[src/design/sliding_window_mean_meter_top_assert.svh]
`ifndef SLIDING_WINDOW_MEAN_METER_TOP_ASSERT_SVH
`define SLIDING_WINDOW_MEAN_METER_TOP_ASSERT_SVH
// assertion helpers
`define SWMM_ASSERT_IMPL(label, ante, cons, msg) \
  label: assert property (@(posedge clk) disable iff (rst) (ante) |-> (cons)) \
    else $error(msg);
`define SWMM_ASSERT_NEXT(label, ante, cons, msg) \
  label: assert property (@(posedge clk) disable iff (rst) (ante) |=> (cons)) \
    else $error(msg);
`endif

[src/design/swmm_pkg.sv]
package swmm_pkg;
  localparam int Capacity = 128;
  localparam int IdxW = $clog2(Capacity);
  localparam int CntW = IdxW + 1;
  localparam int SumW = 24;
  localparam int ValW = 17;
  localparam int StampW = 32;
  localparam logic [ValW-1:0] OneQ16 = ValW'(65536);
  localparam logic [15:0] WindowReset = 16'd1000;

  typedef struct packed {
    logic [StampW-1:0] now_ms;
    logic [ValW-1:0]   value;
  } item_t;

  typedef struct packed {
    logic [7:0]      sample_count;
    logic [ValW-1:0] mean_q16;
    logic            dropped_full;
  } result_t;
endpackage

[src/design/swmm_front.sv]
module swmm_front import swmm_pkg::*; (
  input  logic                clk,
  input  logic                rst,
  input  logic                push,
  output logic                full,
  input  logic [StampW-1:0]   now_ms,
  input  logic signed [23:0]  fraction_q16,
  output logic                q_valid,
  input  logic                q_take,
  output item_t               q_item
);
  localparam int Depth = 2;
  item_t buffer [Depth];
  logic wr_ptr, rd_ptr;
  logic [1:0] level;
  logic [ValW-1:0] clamped;
  logic do_push, do_pop;

  always_comb begin
    if (fraction_q16[23]) begin
      clamped = '0;
    end else if (fraction_q16[22:0] > 23'(OneQ16)) begin
      clamped = OneQ16;
    end else begin
      clamped = fraction_q16[ValW-1:0];
    end
  end

  assign full = (level == 2'd2);
  assign do_push = push && !full;
  assign q_valid = (level != 2'd0);
  assign do_pop = q_take && q_valid;
  assign q_item = buffer[rd_ptr];

  always_ff @(posedge clk) begin
    if (do_push) begin
      buffer[wr_ptr] <= '{now_ms: now_ms, value: clamped};
    end
    if (rst) begin
      wr_ptr <= 1'b0;
      rd_ptr <= 1'b0;
      level <= 2'd0;
    end else begin
      if (do_push) wr_ptr <= ~wr_ptr;
      if (do_pop) rd_ptr <= ~rd_ptr;
      level <= level + {1'b0, do_push} - {1'b0, do_pop};
    end
  end
endmodule

[config.mk]
export PLATFORM = sky130hd
export DESIGN_NAME = swmm_front
export DESIGN_NICKNAME = d
export VERILOG_FILES = /design/src/design/sliding_window_mean_meter_top_assert.svh /design/src/design/swmm_pkg.sv /design/src/design/swmm_front.sv
export SDC_FILE = /design/constraint.sdc
export NUM_CORES = 1
export LEC_CHECK = 0
export ABC_AREA = 1
export BUFFER_PORTS_ARGS = -buffer_cell sky130_fd_sc_hd__buf_4
export CAP_MARGIN = 20
export CORE_MARGIN = 2
export CORE_UTILIZATION = 40
export DETAILED_ROUTE_END_ITERATION = 10
export GPL_ROUTABILITY_DRIVEN = 0
export HOLD_SLACK_MARGIN = 0.06
export PLACE_DENSITY = 0.66
export SLEW_MARGIN = 15
export SYNTH_ARGS = -nofsm -noshare
export SYNTH_HDL_FRONTEND = slang
export SYNTH_SLANG_ARGS = --single-unit
[constraint.sdc]
create_clock -name clk -period 5.63 [get_ports clk]
set_clock_uncertainty 0.2 [all_clocks]
set_input_delay 0 -clock clk [delete_from_list [all_inputs] [get_ports clk]]
set_output_delay 0 -clock clk [all_outputs]
set_load 0.02 [all_outputs]
==> run summary, run 1 <==
Die Y: 105 um
gr ovfl total: 0
ant diodes: 0
DRC viols: 0
cts bufs inserted: 9
Multi-input gate area: 937 sq um
initial detailed-routing violation count: 34
Fillers: 783
Sequential Power Share: 46.8%
YS warnings: 0
Pleak: 2.27 nW
clock buffer depth: 2
Avg WL per Cell: 13.6 um
Post-Syn Nets: 304
setup tns final: 0 ps
Worst Reg-to-Reg Cells: 4
combinational share of power: 32.1%
worst skew pair latency: 360 ps
initial core utilization: 41.6%
initial antenna violation count: 0
WL final: 7500 um
RSZ-0062 raised after global routing: no
RR Endpoint: buffer[0][14]$_DFFE_PP_
Worst Setup EP: q_item[18]
Crit. End Element: primary output
PostCTS Resize Cnt: 0
pin count of the biggest net entering global routing: 28
register area share after synthesis: 74.2%
die area: 11100 sq um
outcome: complete, no violations
Post-Syn Area: 4100 sq um
GRT Total Usage: 14.1%
Final nets: 476
Final HPWL DP: 4650 um
Synth Instances: 242
clock share of power: 21.2%
register area: 3040 sq um
net switching power: 0.000661 W
max cap viols: 0
Worst Path Arrival: 2080 ps
Area Overhead vs Synth: 42.0%
Core Region: 9860 sq um
Pre-antenna DRT Iters: 4
Final Hold Viols: 0
switching share of power: 30.3%
Max-slew headroom: 51.3%
Avg Inst Size Synth: 16.9 sq um
Clk pin slew, worst setup/hold paths: 100 ps
Worst Tran Pin Value: 729 ps
pins over their slew limit: 0
CP Launch Type: flop
Pint: 0.00152 W
R2R setup slack: 3500 ps
H-tree depth: 3
clk sinks: 103
minimum hold slack: 159 ps
power density cells: 374 nW/um^2
RR Startpoint: level[1]$_SDFF_PP0_
DRT antenna net count: 0
share of layout cells above drive strength 1: 47.0%
number of I/O pins: 111
maximum VDD drop: 0.143 mV
data required time at the worst endpoint: 5430 ps
fin crit share: 40.5%
first-pass GRT wire length: 12000 um
Setup Viol. Count Final: 0
clock root buffer: clkbuf_8
Setup CP Type: flop to primary output
number of global-route vias before repair: 2598
maximum fanout along the worst path: 25
final worst path period need: 2280 ps
Netlist cell types: 22
row cnt: 36
Port-buffer cells: 110
die width: 105 um
Via density: 4.48
Yosys reg bits: 103
Hold WC Path Type: input port to flop
Peak Freq: 438 MHz
CTS tree: done
Vias: 2475
## kinds of logic (layout without fill, tap and decap cells)
logic type      count (synthesis)  count (layout)  synth area share (%)
buf+inv                        29             206                  3.32
compound gates                  4               4                 0.610
mux                            49              49                  13.5
flops                         103             103                  74.2
simple gates                   54              54                  7.60
fa+ha+maj                       2               2                 0.610
xor+xnor                        1               1                 0.214
## registers in the layout (all words and copies together), names as in the netlist, named ones only
register  cells
rd_ptr        1
buffer       98
level         2
wr_ptr        1
## worst max-delay path: stages (launching register included)
cell     delay [ps]
dfxtp_2         730
buf_4           440
mux2_2          390
buf_4           160
## cells in the mapped netlist, drive strengths merged
cell	n	area share (%)
nor3	1	0.12
a21oi	2	0.24
or2	2	0.31
ha	2	0.61
nand2	12	1.3
dfxtp	5	2.4
o21ai	1	0.21
nor3b	2	0.37
inv	23	2.1
buf	6	1.2
a31oi	1	0.15
mux2	49	13
edfxtp	98	72
nand3	2	0.24
xnor2	1	0.21
nor2	35	5.2
## power groups by stage
stage	clock, W	combinational [W]	sequential [W]
after global placement	0	0.000673	0.00104
after global routing	0.000499	0.000754	0.00103
after CTS	0.000475	0.000711	0.00102
final	0.000461	0.000699	0.00102
after detailed placement	0	0.000675	0.00104
after floorplan	0	0.000424	0.00102
## metrics by stage
step	cell area [sq um]	utilization (%)	power (W)	instances	worst slack, ps
2_1_floorplan	4100	-	0.00144	242	2410
3_3_place_gp	5080	51.5	0.00171	482	3480
3_5_place_dp	5080	51.5	0.00172	482	3450
4_1_cts	5830	59.1	0.00221	552	3270
5_1_grt	5830	59.1	0.00229	552	3200
6_report	5830	59.1	0.00218	552	3350
## final cells by class
class                           count  area share [%]
Clock buffer                        9            2.13
Clock inverter                      7            1.35
Inverter                           23            1.48
Multi-Input combinational cell    110            16.1
Sequential cell                   103            52.3
Tap cell                          133            2.86
Timing Repair Buffer              167            23.8
## layer usage
layer  up-vias  track usage, %  routed length, um
met1      1171            15.7               3110
li1       1210               -                  -
met3        14            4.14                417
met5         -               0                  0
met2        80            24.6               3800
met4         0            6.57                172
## placed cells by master, fill, tap and decap left out, types with 3 or more instances in the layout
cell type,netlist,final
dfxtp_1,5,4
inv_1,23,23
nor2_4,10,12
buf_4,2,113
edfxtp_1,98,98
dlygate4sd3_1,0,54
mux2_2,49,49
nand2_1,10,10
clkbuf_8,0,9
nor2_2,3,3
nor2_1,22,20
## how the worst min path moves through the flow
| stage | depth (start not counted) | slack (ps) | to | start |
|---|---|---|---|---|
| floorplan | 1 | -130 | flop | rst |
| detailed placement | 1 | -10 | buffer[1][33]$_DFFE_PP_ | now_ms[16] |
| CTS | 2 | 150 | buffer[1][39]$_DFFE_PP_ | now_ms[22] |
| global placement | 1 | -10 | buffer[0][32]$_DFFE_PP_ | now_ms[15] |
| finish | 2 | 160 | buffer[0][38]$_DFFE_PP_ | now_ms[21] |
| global route | 2 | 140 | buffer[1][24]$_DFFE_PP_ | now_ms[7] |
## what timing repair did
item | 4_1_cts | 5_1_grt
hold endpoints to repair | 150 | 0
setup buffers | 0 | 0
hold buffers | 54 | 0
No activity file was read; power rests on OpenSTA's default activity.
==> run 2: changes to the inputs <==
Settings changed: ABC_AREA 1 to 0.
Clock period 5.63 ns to 2.4 ns, I/O delays scaled along.
==> run summary, run 2 <==
Design Area, Final: 5820 sq um (about the same)
Worst Path Arrival: 2210 ps (+130 ps)
commonest cells after routing, fill and taps aside: 118 x buf_4, 98 x edfxtp_1, 60 x dlygate4sd3_1, 49 x mux2_2, 11 x nor4b_2
fin crit share: 94.3%
pins over their slew limit: 0 (unchanged)
count leader, synth: edfxtp_1
die area: 10900 sq um (-1.4%)
Avg WL per Cell: 15.1 um (+11%)
Setup Slack @ Placement: 473 ps (-2980 ps)
Hold WC Path Type: input port to flop
Final nets: 451 (-5.3%)
DRT antenna net count: 0 (unchanged)
Via density: 4.74 (+5.8%)
Setup Viol. Count Final: 0 (unchanged)
WL final: 7940 um (+5.8%)
Top Registers: buffer (98), level (2)
cts bufs inserted: 9 (unchanged)
H-tree depth: 3 (unchanged)
Synth Instances: 209 (-14%)
outcome: complete, no violations
EDFF count, synth: 98 (unchanged)
number of flip-flops in the largest register: 98 (unchanged)
YS warnings: 0 (unchanged)
Crit. End Element: flop
Die Y: 105 um (-0.72%)
register area share after synthesis: 75.3% (+1.1 points)
dpl cell area: 5050 sq um (-0.57%)
Pre-antenna DRT Iters: 4 (unchanged)
Max-slew headroom: 65.6% (+14 points)
Core Util, Final: 59.6% (+0.52 points)
RR Endpoint: buffer[0][47]$_DFFE_PP_
number of global-route vias before repair: 2600 (+0.077%)
Hold Crit Start: now_ms[27]
number of I/O pins: 111 (unchanged)
Netlist cell types: 28 (+27%)
RR Startpoint: level[0]$_SDFF_PP0_
gr ovfl total: 0 (unchanged)
setup tns final: 0 ps (unchanged)
CP Launch Type: input port
Post-synth ARST share: 0% (unchanged)
clock root buffer: clkbuf_8
postcts setup bufs: 0 (unchanged)
die width: 105 um (-0.72%)
pin count of the biggest net entering global routing: 27 (-3.6%)
row cnt: 36 (unchanged)
Post-Syn Area: 4040 sq um (-1.5%)
first-pass GRT wire length: 12400 um (+2.9%)
share of layout cells above drive strength 1: 50.5% (+3.5 points)
initial detailed-routing violation count: 107 (+210%)
Setup CP Type: input port to flop
worst skew pair latency: 340 ps (-20 ps)
DRC viols: 0 (unchanged)
Vias: 2491 (+0.65%)
R2R setup slack: 470 ps (-3030 ps)
data required time at the worst endpoint: 2350 ps (-3080 ps)
max cap viols: 0 (unchanged)
power density cells: 884 nW/um^2 (+140%)
most area-hungry cell type in the Yosys netlist: edfxtp_1
CTS tree: done
Peak Freq: 442 MHz
Final Hold Viols: 0 (unchanged)
Worst Tran Pin Value: 515 ps (-214 ps)
Port-buffer cells: 110 (unchanged)
GRT Total Usage: 14.6% (+0.55 points)
hold path cells: 2 (unchanged)
commonest non-fill, non-tap cell in the layout: buf_4
commonest cells in the netlist: 98 x edfxtp_1, 49 x mux2_2, 10 x nor4b_2
Final HPWL DP: 4850 um (+4.3%)
Avg Inst Size Synth: 19.3 sq um (+14%)
Pleak: 2.18 nW (-3.9%)
area share of the largest cell type after synthesis: 72.8% (+1.1 points)
Post-Syn Nets: 271 (-11%)
Area Overhead vs Synth: 44.1%
clock buffer depth: 2 (unchanged)
clk sinks: 103 (unchanged)
Core Region: 9770 sq um (-0.91%)
ant diodes: 0 (unchanged)
RSZ-0062 raised after global routing: no
WHS Endpoint: buffer[1][44]$_DFFE_PP_
initial antenna violation count: 0 (unchanged)
Top reg by flops: buffer
final worst path period need: 2260 ps
maximum VDD drop: 0.444 mV (+210%)
Synth Flop Type: edfxtp_1
min setup slack post-route: 136 ps (-3210 ps)
maximum fanout along the worst path: 9 (-64%)
Synth area leaders: edfxtp_1 73%, mux2_2 14%, nor4b_2 3.7%, dfxtp_1 2.5%, nor4b_1 1.3%
initial core utilization: 41.3% (-0.24 points)
Clk pin slew, worst setup/hold paths: 90 ps (about the same)
Worst Reg-to-Reg Cells: 5 (+1)
Yosys reg bits: 103 (unchanged)
run 2: changes by cell type after synthesis, sizes merged, moves of 2 or more:
| cell | previous run | this run |
|---|---|---|
| nand3 | 2 | 0 |
| nor2 | 35 | 4 |
| nand2 | 12 | 2 |
| nor4 | 0 | 5 |
| nor4b | 0 | 16 |
| inv | 23 | 5 |
| clkbuf | 0 | 3 |
| nor3b | 2 | 0 |
run 2: logic make-up (layout without fill, tap and decap cells):
| group | count (synthesis) | in the layout | synth area share, % |
|---|---|---|---|
| flops | 103 | 103 | 75.3 |
| simple gates | 34 | 34 | 7.40 |
| compound gates | 5 | 5 | 0.991 |
| xor+xnor | 2 | 2 | 0.434 |
| fa+ha+maj | 2 | 2 | 0.619 |
| buf+inv | 14 | 197 | 1.58 |
| mux | 49 | 49 | 13.7 |
run 2: worst max-delay path, stage by stage:
cell	delay, ps
dlygate4sd3_1	540
buf_4	130
nor4_1	280
dlygate4sd3_1	610
nand2_2	140
buf_4	210
nor4b_2	300
run 2: worst max path at each step:
stage | startpoint | to | cells past startpoint
6_report | fraction_q16[17] | buffer[1][13]$_DFFE_PP_ | 7
3_5_place_dp | level[0]$_SDFF_PP0_ | buffer[0][44]$_DFFE_PP_ | 5
2_1_floorplan | level[0]$_SDFF_PP0_ | buffer[1][0]$_DFFE_PP_ | 2
3_3_place_gp | level[0]$_SDFF_PP0_ | buffer[0][42]$_DFFE_PP_ | 5
4_1_cts | fraction_q16[17] | buffer[1][1]$_DFFE_PP_ | 6
5_1_grt | fraction_q16[17] | buffer[0][0]$_DFFE_PP_ | 6
run 2: final cells by class:
class / count / area [sq um]
fill: 752 / 3950
sequential: 103 / 3040
timing repair buffer: 178 / 1490
multi-input combinational: 92 / 943
tap: 133 / 166
clock buffer: 9 / 124
clock inverter: 5 / 36.3
inverter: 5 / 22.5
run 2: through the flow:
stage	cells	power, W	hold WS, ps
after global routing	525	0.00540	151
after floorplan	209	0.00347	-131
after global placement	451	0.00418	-12.5
final	525	0.00515	172
after detailed placement	451	0.00421	-11.7
after CTS	525	0.00522	149
run 2: where the power goes:
group          total, W  switching [W]  leakage [nW]  internal, W
Combinational   0.00189       0.000988          1.13     0.000900
Clock          0.000919       0.000552        0.0736     0.000367
Sequential      0.00234      0.0000644         0.978      0.00228
run 2: what timing repair did:
| action | 4_1_cts | 5_1_grt |
|---|---|---|
| hold buffers | 60 | 0 |
| resized for setup | 0 | 2 |
| setup endpoints to repair | 0 | 14 |
| endpoints found under the hold margin | 103 | 0 |
run 2: layer usage:
metal / part of all wire [%] / track usage [%] / vias up / wire length (um)
met2: 52 / 25.8 / 84 / 4140
met1: 41 / 17.1 / 1214 / 3250
met4: 0.88 / 3.47 / 0 / 70
met3: 5.9 / 5.01 / 6 / 471
li1: - / - / 1187 / -
met5: 0 / 0 / - / 0
==> run 3: changes to the inputs <==
Settings changed: BUFFER_PORTS_ARGS -buffer_cell sky130_fd_sc_hd__buf_4 to not set, DONT_BUFFER_PORTS set to 1, PLACE_DENSITY 0.66 to 0.56.
==> run summary, run 3 (same netlist as run 2, synthesis figures left out) <==
max cap viols: 0 (unchanged)
final worst path period need: 2200 ps (-65.3 ps)
initial core utilization: 41.3% (unchanged)
die area: 10900 sq um (unchanged)
met2 wire length: 3640 um (-12%)
CP peak stage delay: 600 ps (about the same)
Core Region: 9770 sq um (unchanged)
Setup CP Type: input port to flop
Core Util, Final: 52.2% (-7.4 points)
Pre-antenna DRT Iters: 4 (unchanged)
Peak Freq: 455 MHz (+3.0%)
Clk pin slew, worst setup/hold paths: 90 ps (about the same)
Max-slew headroom: 47.2% (-18 points)
commonest non-fill, non-tap cell in the layout: edfxtp_1
maximum VDD drop: 0.363 mV (-18%)
Final Hold Viols: 0 (unchanged)
Top reg by flops: buffer
Setup Slack @ Placement: 459 ps (-14.4 ps)
outcome: complete, no violations
Setup Viol. Count Final: 0 (unchanged)
CTS tree: done
worst-path cell chain: dlygate4sd3_1 -> nor4_1 -> nand2_2 -> buf_6 -> nor4b_2 -> dlygate4sd3_1
power density cells: 942 nW/um^2 (+6.6%)
data required time at the worst endpoint: 2410 ps (+60 ps)
fin crit share: 91.6% (-2.7 points)
row cnt: 36 (unchanged)
WL final: 7190 um (-9.4%)
Final HPWL DP: 4340 um (-11%)
Worst Path Arrival: 2210 ps (about the same)
gr ovfl total: 0 (unchanged)
Hold WC Path Type: input port to flop
Power, Total: 0.00480 W (-6.7%)
worst skew pair latency: 350 ps (about the same)
clk sinks: 103 (unchanged)
maximum fanout along the worst path: 11 (+2)
Critical Path Start: fraction_q16[19]
clock buffer depth: 2 (unchanged)
Crit. End Element: flop
met1 wire length: 2820 um (-13%)
DRT antenna net count: 0 (unchanged)
Area Overhead vs Synth: 26.2%
H-tree depth: 3 (unchanged)
Slowest cell on crit path: dlygate4sd3_1
Placed Cells: 339 (-25%)
RSZ-0062 raised after global routing: no
Avg WL per Cell: 17.2 um (+14%)
RR Startpoint: level[0]$_SDFF_PP0_
min setup slack post-route: 201 ps (+65.3 ps)
number of flip-flops in the largest register: 98 (unchanged)
initial detailed-routing violation count: 61 (-43%)
CP Launch Type: input port
Vias: 2107 (-15%)
Die Y: 105 um (unchanged)
ant diodes: 0 (unchanged)
Via density: 5.03 (+6.0%)
die width: 105 um (unchanged)
commonest cells after routing, fill and taps aside: 98 x edfxtp_1, 64 x dlygate4sd3_1, 49 x mux2_2, 10 x nor4b_2, 9 x clkbuf_8
first-pass GRT wire length: 11200 um (-9.4%)
Final nets: 343 (-24%)
highest routing layer actually used: met4
number of I/O pins: 111 (unchanged)
Crit path top cell by count: dlygate4sd3_1
routed length on met3: 602 um (+28%)
Pleak: 1.70 nW (-22%)
Port-buffer cells: 0 (-100%)
pin count of the biggest net entering global routing: 50 (+85%)
pins over their slew limit: 0 (unchanged)
number of global-route vias before repair: 2245 (-14%)
setup tns final: 0 ps (unchanged)
share of layout cells above drive strength 1: 29.7% (-21 points)
clock root buffer: clkbuf_8
Worst Tran Pin Value: 790 ps (+274 ps)
initial antenna violation count: 0 (unchanged)
Fillers: 813 (+8.1%)
Final Non-Filler Cells: 419 (-20%)
Top Registers: buffer (98), level (2)
cts bufs inserted: 9 (unchanged)
DRC viols: 0 (unchanged)
GRT Total Usage: 13.5% (-1.1 points)
Hold Crit Start: now_ms[25]
[run 3: report_power, final]
| group | total, W | internal, W | switching (W) |
|---|---|---|---|
| Combinational | 0.00139 | 0.000537 | 0.000855 |
| Sequential | 0.00239 | 0.00228 | 0.000119 |
| Clock | 0.00102 | 0.000479 | 0.000537 |
| Total | 0.00480 | 0.00329 | 0.00151 |
[run 3: worst paths after layout]
check        cells past startpoint  slack (ps)                       to
min reg2reg                      2         310      wr_ptr$_SDFFE_PP0P_
max reg2reg                      5         440  buffer[0][35]$_DFFE_PP_
max                              6         200   buffer[0][8]$_DFFE_PP_
min                              1         100  buffer[1][42]$_DFFE_PP_
[run 3: repair_timing]
action | 4_1_cts | 5_1_grt
endpoints found under the hold margin | 152 | 4
resized for setup | 0 | 2
buffers inserted | 0 | 0
hold buffers | 64 | 1
setup endpoints to repair | 0 | 2
[run 3: critical path, delay by kind of cell]
kind | cells | cell delay (ps)
buf+inv | 3 | 1350
simple gates | 3 | 870
[run 3: stage by stage]
stage          hold WS [ps]  area [sq um]
6_report               99.3          5100
5_1_grt                75.2          5100
4_1_cts                72.6          5090
3_5_place_dp           -128          4260
3_3_place_gp           -131          4260
2_1_floorplan          -131          4040
[run 3: metal layers]
layer	vias to the layer above	track usage (%)
li1	969	-
met1	1039	13.9
met2	88	23.9
met3	11	5.51
met4	0	6.18
met5	-	0
[run 3: layout make-up]
class	instances	area [sq um]	share of cell area [%]
Clock buffer	10	128	2.50
Clock inverter	6	60.1	1.18
Inverter	5	22.5	0.442
Multi-Input combinational cell	92	937	18.4
Sequential cell	103	3040	59.7
Tap cell	133	166	3.26
Timing Repair Buffer	70	739	14.5
